File: config.mk
export PLATFORM = sky130hd
export DESIGN_NAME = mp2d_ram
export DESIGN_NICKNAME = d
export VERILOG_FILES = /design/src/rtl/mp2d_ram.sv
export SDC_FILE = /design/constraint.sdc
export NUM_CORES = 1
export LEC_CHECK = 0
export ABC_AREA = 1
export BUFFER_PORTS_ARGS = -buffer_cell sky130_fd_sc_hd__buf_4
export CAP_MARGIN = 10
export CORE_MARGIN = 10
export CORE_UTILIZATION = 35
export CTS_CLUSTER_DIAMETER = 120
export CTS_CLUSTER_SIZE = 10
export DETAILED_ROUTE_END_ITERATION = 10
export MAX_ROUTING_LAYER = met4
export PLACE_DENSITY = 0.59
export SLEW_MARGIN = 20
export SYNTH_ARGS = -nofsm -noshare
export SYNTH_HDL_FRONTEND = slang
export SYNTH_SLANG_ARGS = --single-unit
File: constraint.sdc
create_clock -name clock -period 2.3 [get_ports clock]
set_input_delay 0.23 -clock clock [delete_from_list [all_inputs] [get_ports clock]]
set_output_delay 0.23 -clock clock [all_outputs]
set_load 0.05 [all_outputs]
File: src/rtl/mp2d_ram.sv
// Generic simple dual-port RAM with registered read.
`timescale 1ns / 1ps

module mp2d_ram #(
   parameter int WIDTH = 8,
   parameter int DEPTH = 16
) (
   input  logic                     clock,
   input  logic                     wr_en,
   input  logic [$clog2(DEPTH)-1:0] wr_addr,
   input  logic [WIDTH-1:0]         wr_data,
   input  logic                     rd_en,
   input  logic [$clog2(DEPTH)-1:0] rd_addr,
   output logic [WIDTH-1:0]         rd_data
);

   logic [WIDTH-1:0] mem [DEPTH];
   logic [WIDTH-1:0] rd_data_ff;

   always_ff @(posedge clock) begin
      if (wr_en) begin
         mem[wr_addr] <= wr_data;
      end
      if (rd_en) begin
         rd_data_ff <= mem[rd_addr];
      end
   end

   assign rd_data = rd_data_ff;

endmodule

# Word-level counts from Yosys, hierarchy flattened
# Memory sizes are Yosys's and may differ from the RTL's. A register that Yosys moved wholly into a read port is not among the register bits.
# Index checks and enable logic that the tools add are counted.
[classes]
n_mux = 2
[ops]
columns = ["op", "n"]
rows = [
  ["$mux 1", 2],
]
[totals]
reg_bits = 0
ramBits = 128
inputBits = 19
output_inout_bits = 8
elab_cells = 3
mem_count = 1
[memory_table]
columns = ["name", "words", "width", "read_ports", "rd_ports_with_merged_regs", "write_ports", "line", "source"]
rows = [
  ["mem", 16, 8, 1, 1, 1, "17", "logic [WIDTH-1:0] mem [DEPTH];"],
]

# Longest topological paths before layout
[depth]
ltp_word = 2
ltp_mapped = 8
mapped_depth_nobuf = 7

# Least setup slack after synthesis
# Ideal clock, no wire load.
[synth_timing]
path_kind = "input to register"
start = "input port wr_addr[2]"
end = "memory mem[10][0], enable pin"
setup_ns = 0.370
arrival_ns = 0.811
required_time_ns = 1.930
setup_slack_ns = 1.119
stages = 2
path_buffers = 0
cell_sequence = "nand3b_1 nor2_1"
[synth_rtl]
columns = ["item", "line", "source"]
rows = [
  ["start, declared", "10", "input logic [$clog2(DEPTH)-1:0] wr_addr,"],
  ["end, declared", "17", ""],
]
# No word-level cell before the write port.

==> results.md <==
- Switching portion of total power: 21.3%
- Largest net degree at the start of global routing: 49
- Clock skew: 9.46 ps
- Nets: 598
- Critical path arrival: 1520 ps
- Sw Pwr: 1.24 mW
- Clock Path Buffers: 2
- Antenna cells: 0
- Most common cell after layout, fill and taps aside: nand2_1
- Vias post-DR: 3784
- Post-synthesis cell count: 551
- Setup ws final: 937 ps
- Power Total: 5.82 mW
- Global Route Usage Sum: 13.1%
- CTS tree: built
- Clock power share: 45.1%
- ANT nets after route: 0
- DRC: 0
- Power per cell area: 858 nW/um^2
- Worst-path clk slew: 60 ps
- Starting DRT DRC Count: 334
- Run status: finished clean
- Critical path class: primary input to flip-flop
- RePlAce Congestion: 0.862
- Vias in the first global route: 3735
- Crit. End Element: flip-flop
- Die Area: 22300 um^2
- Final TNS setup: 0 ps
- IO Count: 27
- Min cycle time layout: 1360 ps
- Post-CTS Hold Fix Bufs: 0
- Lkg Pwr: 2.86 nW
- Global-route wire length before repair: 21.0 mm
- Avg Cell Area, Syn: 10.6 um^2
- Initial core utilization: 35.5%
- Initial antenna violation count: 0
- WHS Endpoint: rd_data[4]
- Worst vdd ir: 0.000489 V
- CTS Buf Count: 17
- Worst r2r src: mem[1][1]
- Pre-CTS WS: 517 ps
- Flop2flop setup slack: 1090 ps
- Logic pwr share: 6.5%
- Via/cell ratio: 4.67
- Layout area overhead: 16.0%
- H-tree Lvls: 4
- Core area: 16500 um^2
- DP HPWL: 8.66 mm
- Total grt overflow: 0
- Netlist cell types: 11
- Die height: 149 um
- Max-cap violations: 0
- Port Buffers: 26
- Hold Crit Start: rd_en
- Die X: 149 um
- Highest-count cells in the layout ignoring fill and taps: 173 x nand2_1, 136 x edfxtp_1, 100 x inv_1
- Synth warn: 0
- Final setup fails: 0
- Sequential area share after synthesis: 69.8%
- Data required time of the critical path: 2460 ps
- Reg2Reg Depth: 6
- Post-cts resize count: 0
- Flop pwr share: 48.4%
- Syn_nets: 570
- DR pass1 iterations: 5
- Tcrit/Tclk final: 59.2%
- Hold depth: 1
- Avg WL per Cell: 16.6 um
- Min-delay worst type: primary input to flip-flop
- Synthesized flop and latch total: 136
- Measured slew at the worst slew-check pin: 852 ps
- Clock Tree Root: clkbuf_16
- Worst rel slew slack: 43.0%
- Rows: 47
- RR Endpoint: rd_data[1]
- Share of cells above drive strength 1: 10.2%
- Startpoint types: primary input
- Postcts setup bufs: 0
- Final Max Tran Viols: 0
- Worst skew pair latency: 420 ps
- Achievable Freq: 0.734 GHz
- Pint: 4.58 mW
- Routed wire length: 13.4 mm
- Final Hold Viols: 0
- Crit-path max FO: 33
- Clock Sinks: 136
- RSZ-0062 raised after global routing: no
- Area of the mapped netlist: 5850 um^2
==> synth_stat cells <==
cell type / count / area, um^2
inv_1: 100 / 375
edfxtp_1: 136 / 4080
nand2_1: 173 / 649
buf_6: 6 / 67.6
inv_2: 2 / 7.51
nand3_1: 97 / 485
buf_4: 4 / 30.0
buf_1: 1 / 3.75
nand3b_1: 2 / 15.0
buf_2: 13 / 65.1
nor2_1: 17 / 63.8
==> worst max-delay path: stages <==
cell,delay (ps)
buf_4,340
inv_2,370
nand3_1,180
nand3_1,110
nand3_1,160
nand2_1,100
==> logic make-up after synthesis <==
kind of cell,synth area share [%]
simple gates,20.8
flops,69.8
buf+inv,9.39
==> layer usage <==
| layer | wire [um] | global-route usage (%) |
|---|---|---|
| met2 | 6030 | 18.9 |
| met4 | 358 | 6.62 |
| met1 | 6290 | 17.0 |
| met5 | 0 | - |
| met3 | 726 | 2.94 |
==> registers in the layout (all words and copies together) (netlist names) <==
signal,count
mem,128
rd_data,8
==> stage by stage <==
stage,hold slack [ps],utilization [%],std cells,area (um^2)
2_1_floorplan,329,-,551,5850
3_3_place_gp,546,37.8,780,6220
3_5_place_dp,542,37.8,780,6220
4_1_cts,102,41.2,810,6780
5_1_grt,112,41.2,810,6780
6_report,124,41.2,810,6780
==> power groups by stage <==
stage / Combinational, mW / Sequential, mW / Clock [mW]
CTS: 0.385 / 2.81 / 2.67
global route: 0.422 / 2.82 / 2.78
global placement: 0.381 / 2.86 / 0
detailed placement: 0.384 / 2.86 / 0
finish: 0.380 / 2.81 / 2.62
floorplan: 0.196 / 2.90 / 0
==> worst max path at each step <==
stage                    start         end  slack (ps)  cells after the start
global route        rd_addr[0]  rd_data[7]         830                      8
global placement    rd_addr[0]  rd_data[1]         520                      7
finish              rd_addr[1]  rd_data[4]         940                      6
CTS                 rd_addr[1]  rd_data[1]         970                      6
detailed placement  rd_addr[1]  rd_data[1]         520                      6
floorplan           wr_addr[2]  mem[10][0]        1120                      2
==> area by class of cell <==
cell class	instances	area, um^2
clock buffers	20	437
clock inverters	10	130
fillers	1586	9680
inverters	102	383
multi-input cells	289	1210
flip-flops and latches	136	4080
well taps	220	275
repair buffers	33	260
Power figures use the tool's default switching activity.
