File: config.mk
export PLATFORM = sky130hd
export DESIGN_NAME = mp2d_scan
export DESIGN_NICKNAME = d
export VERILOG_FILES = /design/src/rtl/mp2d_pkg.sv /design/src/rtl/mp2d_scan.sv
export SDC_FILE = /design/constraint.sdc
export NUM_CORES = 1
export LEC_CHECK = 0
export CAP_MARGIN = 20
export CORE_MARGIN = 2
export CORE_UTILIZATION = 55
export CTS_CLUSTER_SIZE = 24
export DETAILED_ROUTE_END_ITERATION = 10
export DONT_BUFFER_PORTS = 1
export GPL_TIMING_DRIVEN = 0
export PLACE_DENSITY = 0.7
export SLEW_MARGIN = 10
export SYNTH_ARGS = -nofsm -noshare
export SYNTH_HDL_FRONTEND = slang
export SYNTH_SLANG_ARGS = --single-unit
File: constraint.sdc
create_clock -name clock -period 16.95 [get_ports clock]
set_input_delay 1.695 -clock clock [delete_from_list [all_inputs] [get_ports clock]]
set_output_delay 1.695 -clock clock [all_outputs]
set_load 0.03 [all_outputs]
File: src/rtl/mp2d_pkg.sv
// Shared types, constants and helper functions of the 2-D max pooling stream block.
`timescale 1ns / 1ps

package mp2d_pkg;

   localparam int SAMPLE_W   = 16;              // signed Q8.8 sample
   localparam int MAXV_W     = SAMPLE_W - 1;    // clamped maximum, never negative
   localparam int COORD_W    = 10;              // coordinates and positions
   localparam int DIM_W      = 11;              // image and channel dimensions
   localparam int KER_W      = 4;               // kernel size registers
   localparam int OFF_W      = 3;               // offset inside a window
   localparam int MAX_KERNEL = 8;
   localparam int MAX_WIDTH  = 1024;
   localparam int MAX_DIM    = 1024;
   localparam int WIN_W      = 2 * OFF_W + 1;   // found flag, row offset, column offset
   localparam int STORE_W    = WIN_W + MAXV_W;
   localparam int ADDR_W     = $clog2(MAX_WIDTH);
   localparam int RECIP_W    = 15;
   localparam int RECIP_SH   = 14;
   localparam int RSP_DATA_W = 72;              // 65 payload bits rounded to bytes
   localparam int CSR_ADDR_W = 5;
   localparam int CSR_DATA_W = 32;
   localparam int REG_IDX_W  = 3;

   // Register indexes (byte address / 4).
   localparam logic [REG_IDX_W-1:0] REG_KERNEL_W      = 3'd0;
   localparam logic [REG_IDX_W-1:0] REG_KERNEL_H      = 3'd1;
   localparam logic [REG_IDX_W-1:0] REG_IMAGE_W       = 3'd2;
   localparam logic [REG_IDX_W-1:0] REG_IMAGE_H       = 3'd3;
   localparam logic [REG_IDX_W-1:0] REG_CHANNEL_COUNT = 3'd4;

   typedef struct packed {
      logic [KER_W-1:0] kernel_w;
      logic [KER_W-1:0] kernel_h;
      logic [DIM_W-1:0] image_w;
      logic [DIM_W-1:0] image_h;
      logic [DIM_W-1:0] channel_count;
   } cfg_type;

   // Where the next sample falls and what it means for its window.
   typedef struct packed {
      logic               in_win;
      logic               win_first;
      logic               win_done;
      logic               last_win;
      logic [OFF_W-1:0]   kx;
      logic [OFF_W-1:0]   ky;
      logic [COORD_W-1:0] ox;
      logic [COORD_W-1:0] oy;
      logic [COORD_W-1:0] chan;
      logic [COORD_W-1:0] col_base;
      logic [COORD_W-1:0] row_base;
   } scan_type;

   function automatic logic [KER_W-1:0] clamp_kernel(input logic [KER_W-1:0] k);
      logic [KER_W-1:0] r;
      if (k == '0) begin
         r = KER_W'(1);
      end else if (k > KER_W'(MAX_KERNEL)) begin
         r = KER_W'(MAX_KERNEL);
      end else begin
         r = k;
      end
      return r;
   endfunction

   function automatic logic [DIM_W-1:0] clamp_dim(input logic [DIM_W-1:0] d);
      logic [DIM_W-1:0] r;
      if (d == '0) begin
         r = DIM_W'(1);
      end else if (d > DIM_W'(MAX_DIM)) begin
         r = DIM_W'(MAX_DIM);
      end else begin
         r = d;
      end
      return r;
   endfunction

   // ceil(2^14 / k); exact floor division for every value up to 2^14 / 3.
   function automatic logic [RECIP_W-1:0] recip(input logic [KER_W-1:0] k);
      logic [RECIP_W-1:0] r;
      unique case (k)
         4'd1:    r = 15'd16384;
         4'd2:    r = 15'd8192;
         4'd3:    r = 15'd5462;
         4'd4:    r = 15'd4096;
         4'd5:    r = 15'd3277;
         4'd6:    r = 15'd2731;
         4'd7:    r = 15'd2341;
         4'd8:    r = 15'd2048;
         default: r = 15'd2048;
      endcase
      return r;
   endfunction

endpackage

File: src/rtl/mp2d_scan.sv
// Raster position counters with window offsets, rebuilt after each register write.
`timescale 1ns / 1ps

module mp2d_scan import mp2d_pkg::*; (
   input  logic     clock,
   input  logic     reset,
   input  cfg_type  cfg,
   input  logic     cfg_wr,
   input  logic     step,
   output logic     busy,
   output scan_type scan
);

   localparam logic [1:0] SYNC_IDLE = 2'd0;
   localparam logic [1:0] SYNC_LOAD = 2'd1;
   localparam logic [1:0] SYNC_DIV  = 2'd2;

   logic [1:0]         sync_ff, sync_in;
   logic [COORD_W-1:0] col_ff, col_in, row_ff, row_in, chan_ff, chan_in;
   logic [OFF_W-1:0]   kx_ff, kx_in, ky_ff, ky_in;
   logic [COORD_W-1:0] ox_ff, ox_in, oy_ff, oy_in;
   logic [COORD_W-1:0] qcol_ff, qcol_in, qrow_ff, qrow_in;
   logic [DIM_W-1:0]   ow_ff, ow_in, oh_ff, oh_in;

   logic [KER_W-1:0]   kw, kh;
   logic [DIM_W-1:0]   iw, ih, nc;
   logic [RECIP_W-1:0] rw, rh;
   logic [COORD_W+RECIP_W-1:0] pcol, prow;
   logic [DIM_W+RECIP_W-1:0]   pow, poh;
   logic [COORD_W+KER_W-1:0]   mcol, mrow;
   logic [COORD_W-1:0] rcol, rrow;
   logic [DIM_W-1:0]   col_nx, row_nx, chan_nx;

   always_comb begin
      kw = clamp_kernel(cfg.kernel_w);
      kh = clamp_kernel(cfg.kernel_h);
      iw = clamp_dim(cfg.image_w);
      ih = clamp_dim(cfg.image_h);
      nc = clamp_dim(cfg.channel_count);
      rw = recip(kw);
      rh = recip(kh);
      pcol = COORD_W'(col_ff) * rw;
      prow = COORD_W'(row_ff) * rh;
      pow  = iw * rw;
      poh  = ih * rh;
      mcol = qcol_ff * kw;
      mrow = qrow_ff * kh;
      rcol = col_ff - mcol[COORD_W-1:0];
      rrow = row_ff - mrow[COORD_W-1:0];
      col_nx  = {1'b0, col_ff} + DIM_W'(1);
      row_nx  = {1'b0, row_ff} + DIM_W'(1);
      chan_nx = {1'b0, chan_ff} + DIM_W'(1);
   end

   always_comb begin
      sync_in = sync_ff;
      col_in  = col_ff;
      row_in  = row_ff;
      chan_in = chan_ff;
      kx_in   = kx_ff;
      ky_in   = ky_ff;
      ox_in   = ox_ff;
      oy_in   = oy_ff;
      qcol_in = qcol_ff;
      qrow_in = qrow_ff;
      ow_in   = ow_ff;
      oh_in   = oh_ff;

      unique case (sync_ff)
         SYNC_DIV: begin
            qcol_in = pcol[RECIP_SH +: COORD_W];
            qrow_in = prow[RECIP_SH +: COORD_W];
            ow_in   = pow[RECIP_SH +: DIM_W];
            oh_in   = poh[RECIP_SH +: DIM_W];
            sync_in = SYNC_LOAD;
         end
         SYNC_LOAD: begin
            ox_in   = qcol_ff;
            oy_in   = qrow_ff;
            kx_in   = rcol[OFF_W-1:0];
            ky_in   = rrow[OFF_W-1:0];
            sync_in = SYNC_IDLE;
         end
         SYNC_IDLE: begin
            if (step) begin
               if (col_nx >= iw) begin
                  col_in = '0;
                  kx_in  = '0;
                  ox_in  = '0;
                  if (row_nx >= ih) begin
                     row_in  = '0;
                     ky_in   = '0;
                     oy_in   = '0;
                     chan_in = (chan_nx >= nc) ? '0 : chan_nx[COORD_W-1:0];
                  end else begin
                     row_in = row_nx[COORD_W-1:0];
                     if (KER_W'({1'b0, ky_ff}) + KER_W'(1) == kh) begin
                        ky_in = '0;
                        oy_in = oy_ff + COORD_W'(1);
                     end else begin
                        ky_in = ky_ff + OFF_W'(1);
                     end
                  end
               end else begin
                  col_in = col_nx[COORD_W-1:0];
                  if (KER_W'({1'b0, kx_ff}) + KER_W'(1) == kw) begin
                     kx_in = '0;
                     ox_in = ox_ff + COORD_W'(1);
                  end else begin
                     kx_in = kx_ff + OFF_W'(1);
                  end
               end
            end
         end
         default: sync_in = SYNC_IDLE;
      endcase

      if (cfg_wr) begin
         sync_in = SYNC_DIV;
      end
   end

   always_ff @(posedge clock) begin
      if (reset) begin
         sync_ff <= SYNC_DIV;
         col_ff  <= '0;
         row_ff  <= '0;
         chan_ff <= '0;
         kx_ff   <= '0;
         ky_ff   <= '0;
         ox_ff   <= '0;
         oy_ff   <= '0;
         qcol_ff <= '0;
         qrow_ff <= '0;
         ow_ff   <= '0;
         oh_ff   <= '0;
      end else begin
         sync_ff <= sync_in;
         col_ff  <= col_in;
         row_ff  <= row_in;
         chan_ff <= chan_in;
         kx_ff   <= kx_in;
         ky_ff   <= ky_in;
         ox_ff   <= ox_in;
         oy_ff   <= oy_in;
         qcol_ff <= qcol_in;
         qrow_ff <= qrow_in;
         ow_ff   <= ow_in;
         oh_ff   <= oh_in;
      end
   end

   assign busy = (sync_ff != SYNC_IDLE);

   always_comb begin
      scan.in_win    = ({1'b0, ox_ff} < ow_ff) && ({1'b0, oy_ff} < oh_ff);
      scan.win_first = (kx_ff == '0) && (ky_ff == '0);
      scan.win_done  = (KER_W'({1'b0, kx_ff}) + KER_W'(1) == kw) &&
                       (KER_W'({1'b0, ky_ff}) + KER_W'(1) == kh);
      scan.last_win  = ({1'b0, ox_ff} + DIM_W'(1) == ow_ff) &&
                       ({1'b0, oy_ff} + DIM_W'(1) == oh_ff) &&
                       (chan_nx == nc);
      scan.kx        = kx_ff;
      scan.ky        = ky_ff;
      scan.ox        = ox_ff;
      scan.oy        = oy_ff;
      scan.chan      = chan_ff;
      scan.col_base  = col_ff - COORD_W'(kx_ff);
      scan.row_base  = row_ff - COORD_W'(ky_ff);
   end

endmodule

# Word level (Yosys, flattened, before mapping)
# Memory sizes are Yosys's and may differ from the RTL's.
# Cells that the tools add are included.
[totals]
rom_bits = 480
output_inout_bits = 61
ff_bits = 100
mem_count = 2
[op_classes]
order_cmp = 10
n_eq_ne = 11
mul = 6
addsub = 15
reduce_logical = 23
n_mux = 32
[mem_list]
columns = ["memory", "depth", "word_bits", "rd", "rd_ports_with_merged_regs", "wr", "line", "text"]
rows = [
  ["(no name shown)", 16, 15, 1, 0, 0, "mp2d_pkg.sv:82", "unique case (k)"],
  ["(no name shown)", 16, 15, 1, 0, 0, "mp2d_pkg.sv:82", ""],
]
[ops]
columns = ["cell", "count"]
rows = [
  ["10-bit two-way mux", 10],
  ["11-bit two-way mux", 6],
  ["10-bit by 1-bit adder with 11-bit output, second input constant", 5],
  ["11-bit by 15-bit multiplier with 25-bit output", 2],
  ["10-bit by 15-bit multiplier with 24-bit output", 2],
  ["10-bit one-hot mux with 2 select lines", 2],
  ["11-bit == test", 3],
  ["11-bit greater-or-equal comparator", 3],
  ["11-bit greater-than comparator, second input constant", 3],
  ["11-bit zero test", 3],
  ["10-bit by 11-bit < comparator with 1-bit output", 2],
  ["3-bit two-way mux", 7],
  ["10-bit by 1-bit adder with 10-bit output, second input constant", 2],
  ["10-bit by 4-bit multiplier with 3-bit output", 2],
  ["10-bit by 3-bit subtractor with 10-bit output", 2],
  ["4-bit two-way mux", 4],
  ["3-bit one-hot mux with 2 select lines", 2],
  ["3-bit AND reduction", 3],
  ["3-bit by 1-bit adder with 4-bit output, second input constant", 2],
  ["4-bit == test", 2],
  ["4-bit greater-than comparator, second input constant", 2],
  ["4-bit zero test", 2],
  ["4-bit AND reduction", 2],
  ["3-bit by 1-bit adder with 3-bit output, second input constant", 2],
  ["12 further kinds", 22],
]

# Logic depth before layout (Yosys ltp)
# Gate-level depths: netlist of the first run.
[logic_depth]
word_depth = 9
depth_mapped = 31
mapped_depth_nobuf = 29

# Worst setup path after synthesis of the first run
# No wires, ideal clock.
[synth_timing]
path_type = "input -> register"
startpoint = "in cfg[39] (netlist bit)"
endpoint = "reg qcol_ff[8]"
arrival_ns = 8.042
path_slack_ns = 8.791
stages = 28
path_buffers = 3
cell_sequence = "clkbuf_1 > nor2_1 > nor2_1 > nor2_1 > ha_1 > clkbuf_1 > nand2b_1 > a21oi_1 > clkbuf_1 > nand2_1 > fa_1 > inv_1 > fa_1 > fa_1 > fa_1 > inv_1 > fa_1 > inv_1 > ha_1 > a21oi_1 > a21boi_0 > o311ai_0 > nand4_1 > a311oi_1 > nor2b_1 > nor2_1 > xnor2_1 > a22o_1"
[synth_via]
elab_chain_cells = 5
[synth_rtl]
columns = ["element", "line", "text"]
rows = [
  ["from (decl)", "mp2d_scan.sv:7", "input cfg_type cfg,"],
  ["4-bit greater-than comparator", "mp2d_pkg.sv:59", "end else if (k > KER_W'(MAX_KERNEL)) begin"],
  ["4-bit two-way mux", "mp2d_pkg.sv:59", ""],
  ["4-bit two-way mux *", "mp2d_pkg.sv:57", "if (k == '0) begin"],
  ["memory read 16 x 15 bit *", "-", ""],
  ["10-bit by 15-bit multiplier with 24-bit output *", "mp2d_scan.sv:42", "pcol = COORD_W'(col_ff) * rw;"],
  ["to (signal assigned)", "mp2d_scan.sv:146", "qcol_ff <= qcol_in;"],
  ["to (decl)", "mp2d_scan.sv:22", "logic [COORD_W-1:0] qcol_ff, qcol_in, qrow_ff, qrow_in;"],
]
# Mark *: on every way between the ends. The rest lies on a longest branch, timed or not.
# A chain may end at the register's enable or synchronous reset.

# Worst setup path in the final report of the first run
# Ends and elaborated chain as after synthesis.

==> flow_metrics.tcl, run 1 <==
set metrics [dict create \
    antennaDiodeCount 0 \
    postCtsHoldBufs 0 \
    synth_area_leader_cell "fa_1" \
    rsz0062_at_grt "false" \
    fp-row-count 78 \
    grt_usage_pct 32.8 \
    htreeDepth 3 \
    ys_types 70 \
    vias 21100 \
    place_hpwl_um 64000 \
    crit_required_ns 17.20 \
    netlist_top_cells_area "fa_1, ha_1, inv_1" \
    overflow 0 \
    hold_path_depth 2 \
    avgSynthCellArea_um2 8.30 \
    yosysMostFrequentCell "inv_1" \
    critical_path_class "in -> reg" \
    p_leak_nw 13.8 \
    core_um2 45600 \
    io-pin-count 106 \
    fin_tns_setup_ns 0 \
    reg2reg_depth 20 \
    synthCells 3075 \
    final_util_pct 58.4 \
    grt_first_pass_wirelength_um 121000 \
    final_layout_size_suffix_gt1_share_pct 1.33 \
    antenna_found_initial 1 \
    fmax_ghz 0.0995 \
    hold_violations 0 \
    die_h_um 219 \
    clock_sinks 100 \
    worstMarginPinSlew_ns 1.10 \
    maxCapViolCount 0 \
    hold_path_class "reg -> reg" \
    async_reset_ff_share_pct 0 \
    initial_core_util_pct 56.0 \
    ys.warnings.count 0 \
    routed_wl_um 75600 \
    synth.top_cell.area_share_pct 33.9 \
    arrival_ns 10.29 \
    synth_area_um2 25500 \
    yosysSeqAreaShare_pct 7.84 \
    crit_path_end "qcol_ff[8]" \
    clk_latency_ns 0.36 \
    port-buffer-count 0 \
    finalNetCount 3872 \
    synth_nets 3860 \
    period_share_pct 59.3 \
    rr_startpoint "col_ff[5]" \
    cp-startpoint "cfg[39]" \
    crit_path_end_kind "flop" \
    fp.dieW_um 219 \
    synth_common_cells "inv_1, fa_1, nand2_1, ha_1, nor2_1" \
    place_congestion 0.939 \
    first_iter_violations 1547 \
    cts_tree "yes" \
    timing.rr.end "qcol_ff[8]" \
    grt_max_degree 19 \
    clockBufferDepth 2 \
    fin_crit_ns 10.05 \
    clkTransAtPathRegs_ns 0.07 \
    ys_ff_latch 100 \
    dr.pass1.iters 5 \
    dieArea_um2 48200 \
    max-vdd-ir-drop_mv 0.0481 \
    slew_headroom_pct 26.5 \
    p_per_area_nw_per_um2 29.4 \
    cts_buffers 9 \
    post_drt_wl_per_cell_um 20.5 \
    grt_pass1_vias 22200 \
    setup_slack_ns 6.90 \
    synth_flop_cell "dfxtp_1" \
    cp_max_fo 10 \
    place_ws_ns 6.81 \
    antenna_left 0 \
    startpoint_type "input pin" \
    synthToLayoutAreaGrowth_pct 4.20 \
    post_cts_buffers 0 \
    via_per_inst 5.71 \
    cts.repair.resized 0 \
    fillers 4208 \
    synth_edf_count 0 \
    route.detailed.drc 0 \
    drv_slew 0 \
    r2r_slack_ns 9.81 \
    clock-root-buffer "clkbuf_16" \
    skew_ns 0.0110 \
    finalSetupViolCount 0 \
    outcome "completed" \
]
==> sequential cells by signal (all words and copies together), names as in the netlist <==
register,flops
qcol_ff,10
oh_ff,11
ow_ff,11
sync_ff,2
row_ff,10
ky_ff,3
oy_ff,10
col_ff,10
qrow_ff,10
ox_ff,10
chan_ff,10
kx_ff,3
==> metrics by stage <==
stage / cells / instance area [um^2] / hold WS [ns] / total power, mW
floorplan: 3075 / 25500 / 0.425 / 0.470
global placement: 3675 / 26300 / 0.440 / 0.553
detailed placement: 3676 / 26300 / 0.445 / 0.560
CTS: 3692 / 26600 / 0.458 / 0.782
global route: 3692 / 26600 / 0.476 / 0.828
finish: 3692 / 26600 / 0.457 / 0.783
==> placed cells by master, fill, tap and decap left out, types with 36 or more instances in the layout <==
master,n
inv_1,622
fa_1,432
nand2_1,404
ha_1,308
nor2_1,235
clkbuf_1,123
xnor2_1,102
dfxtp_1,100
and2_1,93
a21oi_1,87
and3_1,60
nand3_1,51
xor2_1,50
o21ai_0,48
nor2b_1,36
==> where the power goes <==
part / switching (mW) / leakage, nW / internal (mW)
registers: 0.0166 / 0.811 / 0.243
logic: 0.201 / 12.8 / 0.100
clock network: 0.105 / 0.148 / 0.117
total: 0.323 / 13.8 / 0.460
==> kinds of logic (layout without fill, tap and decap cells) <==
kind of cell	after synthesis	in the layout	share of synthesized area [%]
flip-flops	100	100	7.84
AO/OA/AOI/OAI	324	324	8.73
AND/OR/NAND/NOR	991	991	17.8
adder cells (fa/ha/maj)	740	740	49.0
multiplexers	4	4	0.162
buffers and inverters	764	781	11.3
XOR/XNOR	152	152	5.21
==> worst max-delay path, cell delays in order <==
cell and delay, ns:
clkbuf_1 0.24, nor2_1 0.21, nor2_1 0.07, nor2_1 0.47
ha_1 0.26, clkbuf_1 0.33, nand2b_1 0.23, a21oi_1 0.40
clkbuf_1 0.62, nand2_1 0.26, fa_1 0.55, inv_1 0.05
fa_1 0.45, ha_1 0.30, fa_1 0.48, inv_1 0.05
fa_1 0.48, inv_1 0.05, ha_1 0.20, or4_1 0.55
o311ai_0 0.72, nand4_1 0.37, a311oi_1 0.69, nor2b_1 0.11
nor2_1 0.14, xnor2_1 0.09, a22o_1 0.20
==> worst min-delay path by stage <==
| stage | from | endpoint |
|---|---|---|
| 2_1_floorplan | oh_ff[7] | oh_ff[7] |
| 3_3_place_gp | oh_ff[7] | oh_ff[7] |
| 3_5_place_dp | oh_ff[7] | oh_ff[7] |
| 4_1_cts | oh_ff[7] | oh_ff[7] |
| 5_1_grt | oh_ff[7] | oh_ff[7] |
| 6_report | oh_ff[7] | oh_ff[7] |
==> layout make-up <==
type	instances	area (um^2)	area share, %
buffer	134	508	1.91
clock inverter	7	83.8	0.315
clock buffer	9	225	0.846
multi-input combinational	2211	20700	77.7
timing repair buffer	1	7.51	0.0282
sequential	100	2000	7.52
tap	600	751	2.82
inverter	630	2360	8.89
==> per-layer routing <==
| layer | global-route usage, % | up-vias | share of wire [%] |
|---|---|---|---|
| li1 | - | 9609 | - |
| met1 | 46.0 | 10400 | 43 |
| met2 | 52.7 | 915 | 46 |
| met3 | 5.56 | 129 | 9.0 |
| met4 | 8.42 | 2 | 2.6 |
| met5 | 0 | - | 0.016 |
Power figures use the tool's default switching activity.
==> run 2: changes to the inputs <==
Settings changed: PLACE_DENSITY 0.7 to 0.73.
Clock period 16.95 ns to 8.9 ns, I/O delays scaled along.
==> run 2 against run 1 <==
Against the previous run: sequential share of layout area is essentially flat; total power up 95%; cell count is essentially flat; worst setup slack worse by 6.5 ns; clock skew rose by 0.0012 ns; count of clock-buffer cells in the layout grew 3; sequential power rose by 90%; combinational power rose by 90%; hold slack gained 0.010 ns; largest power group unchanged.
==> flow_metrics.tcl, run 2 (synthesis results as in run 1) <==
set metrics [dict create \
    mostFrequentLayoutCell "inv_1" \
    die_h_um 219 \
    overflow 0 \
    synthToLayoutAreaGrowth_pct 4.45 \
    grtUsageMet3_pct 5.19 \
    top_usage_layer "met2" \
    path_buf_inv 8 \
    setup_slack_ns 0.443 \
    dp_cells 3676 \
    arrival_ns 8.71 \
    antenna_found_initial 1 \
    power_mw 1.52 \
    finalSetupViolCount 0 \
    post_drt_wl_per_cell_um 20.3 \
    fin_crit_ns 8.46 \
    place_congestion 0.944 \
    antenna_left 0 \
    cp_max_fo 10 \
    finalNetCount 3872 \
    grt_pass1_vias 22400 \
    reg_top3 "oh_ff: 11 flops, ow_ff: 11 flops" \
    routed_wl_um 74900 \
    critPathTopFamily "adder cells" \
    period_share_pct 95.0 \
    outcome "completed" \
    htreeDepth 3 \
    fin_cells 3691 \
    rsz0062_at_grt "false" \
    critical_path_class "in -> reg" \
    fp-row-count 78 \
    final_cell_mix "inv_1, fa_1, nand2_1, ha_1, nor2_1" \
    first_iter_violations 1760 \
    clkTransAtPathRegs_ns 0.07 \
    dpl_cell_area_um2 26300 \
    drv_slew 0 \
    route.detailed.drc 0 \
    final_layout_size_suffix_gt1_share_pct 1.55 \
    clock_sinks 100 \
    cts_buffers 9 \
    slew_headroom_pct 30.7 \
    clock-root-buffer "clkbuf_16" \
    core_um2 45600 \
    postCtsHoldBufs 0 \
    dr.pass1.iters 6 \
    grt_util_met2_pct 52.9 \
    p_per_area_nw_per_um2 57.1 \
    worstMarginPinSlew_ns 1.04 \
    vias 21200 \
    grt_max_degree 16 \
    final_area_um2 26700 \
    max-vdd-ir-drop_mv 0.0912 \
    skew_ns 0.0123 \
    clockBufferDepth 2 \
    critPathSlowestCell "mux2i_1" \
    place_hpwl_um 63000 \
    post_cts_buffers 0 \
    grt.met1_usage_pct 44.4 \
    crit_required_ns 9.15 \
    maxCapViolCount 0 \
    initial_core_util_pct 56.0 \
    grt_first_pass_wirelength_um 121000 \
    clk_latency_ns 0.36 \
    fillers 4097 \
    hold_violations 0 \
    crit_path_end_kind "flop" \
    final_util_pct 58.5 \
    fp.dieW_um 219 \
    fmax_ghz 0.118 \
    via_per_inst 5.76 \
    cp_slowest_stage_delay_ns 0.59 \
    place_ws_ns -0.862 \
    dieArea_um2 48200 \
    hold_path_class "reg -> reg" \
    grt_usage_pct 32.4 \
    p_leak_nw 13.8 \
    startpoint_type "input pin" \
    port-buffer-count 0 \
    cts_tree "yes" \
    antennaDiodeCount 0 \
    io-pin-count 106 \
]
-- run 2: changes by cell type in the layout (fill, tap and decap cells not counted), sizes merged --
| cell | previous run | this run |
|---|---|---|
| inv | 626 | 624 |
| clkinvlp | 1 | 0 |
| bufinv | 1 | 2 |
| clkbuf | 132 | 135 |
| clkinv | 9 | 7 |
-- run 2: stage by stage --
step	TNS (ns)	hold slack, ns
floorplan	0	0.425
finish	0	0.467
CTS	0	0.466
global placement	-2.35	0.443
detailed placement	-3.99	0.457
global route	0	0.493
-- run 2: worst paths after layout --
| kind | slack, ns | depth (start not counted) | start | end |
|---|---|---|---|---|
| max | 0.44 | 30 | cfg[35] | qrow_ff[7] |
| min | 0.47 | 2 | ow_ff[3] | ow_ff[3] |
| max reg2reg | 2.01 | 21 | row_ff[2] | qrow_ff[7] |
| min reg2reg | 0.47 | 2 | ow_ff[3] | ow_ff[3] |
-- run 2: timing repair --
action,in CTS,in global routing
setup endpoints to repair,5,16
pin swaps,0,0
resized for setup,3,7
-- run 2: cell type report --
class                      instances  area, um^2  share of cell area, %
sequential                       100        2000                   7.51
inverter                         630        2360                   8.87
timing repair buffer               1        7.51                 0.0281
tap                              600         751                   2.81
buffer                           134         509                   1.91
clock buffer                      12         267                  0.999
multi-input combinational       2211       20700                   77.6
clock inverter                     3        68.8                  0.258
-- run 2: worst register-to-register path, stage by stage, from the launching register on --
cell and delay (ns):
dfxtp_1 0.43, clkbuf_1 0.57, clkbuf_1 0.54, nand2_1 0.15
fa_1 0.54, inv_1 0.05, fa_1 0.45, ha_1 0.33
fa_1 0.53, inv_1 0.05, fa_1 0.51, inv_1 0.06
ha_1 0.30, a2111oi_0 0.40, o31a_1 0.30, nor4_1 0.09
a21o_1 0.22, a21oi_1 0.47, nand2b_1 0.17, a21oi_1 0.21
xnor2_1 0.17, a22o_1 0.23
-- run 2: layer usage --
metal / up-vias / wire length (um)
li1: 9606 / -
met1: 10500 / 31300
met2: 960 / 34600
met3: 140 / 6720
met4: 2 / 2260
met5: - / 11
-- run 2: where the power goes --
group	leakage [nW]	internal (mW)	switching, mW	total (mW)
sequential	0.811	0.463	0.0321	0.495
combinational	12.8	0.191	0.384	0.575
clock	0.165	0.269	0.185	0.454
total	13.8	0.923	0.601	1.52
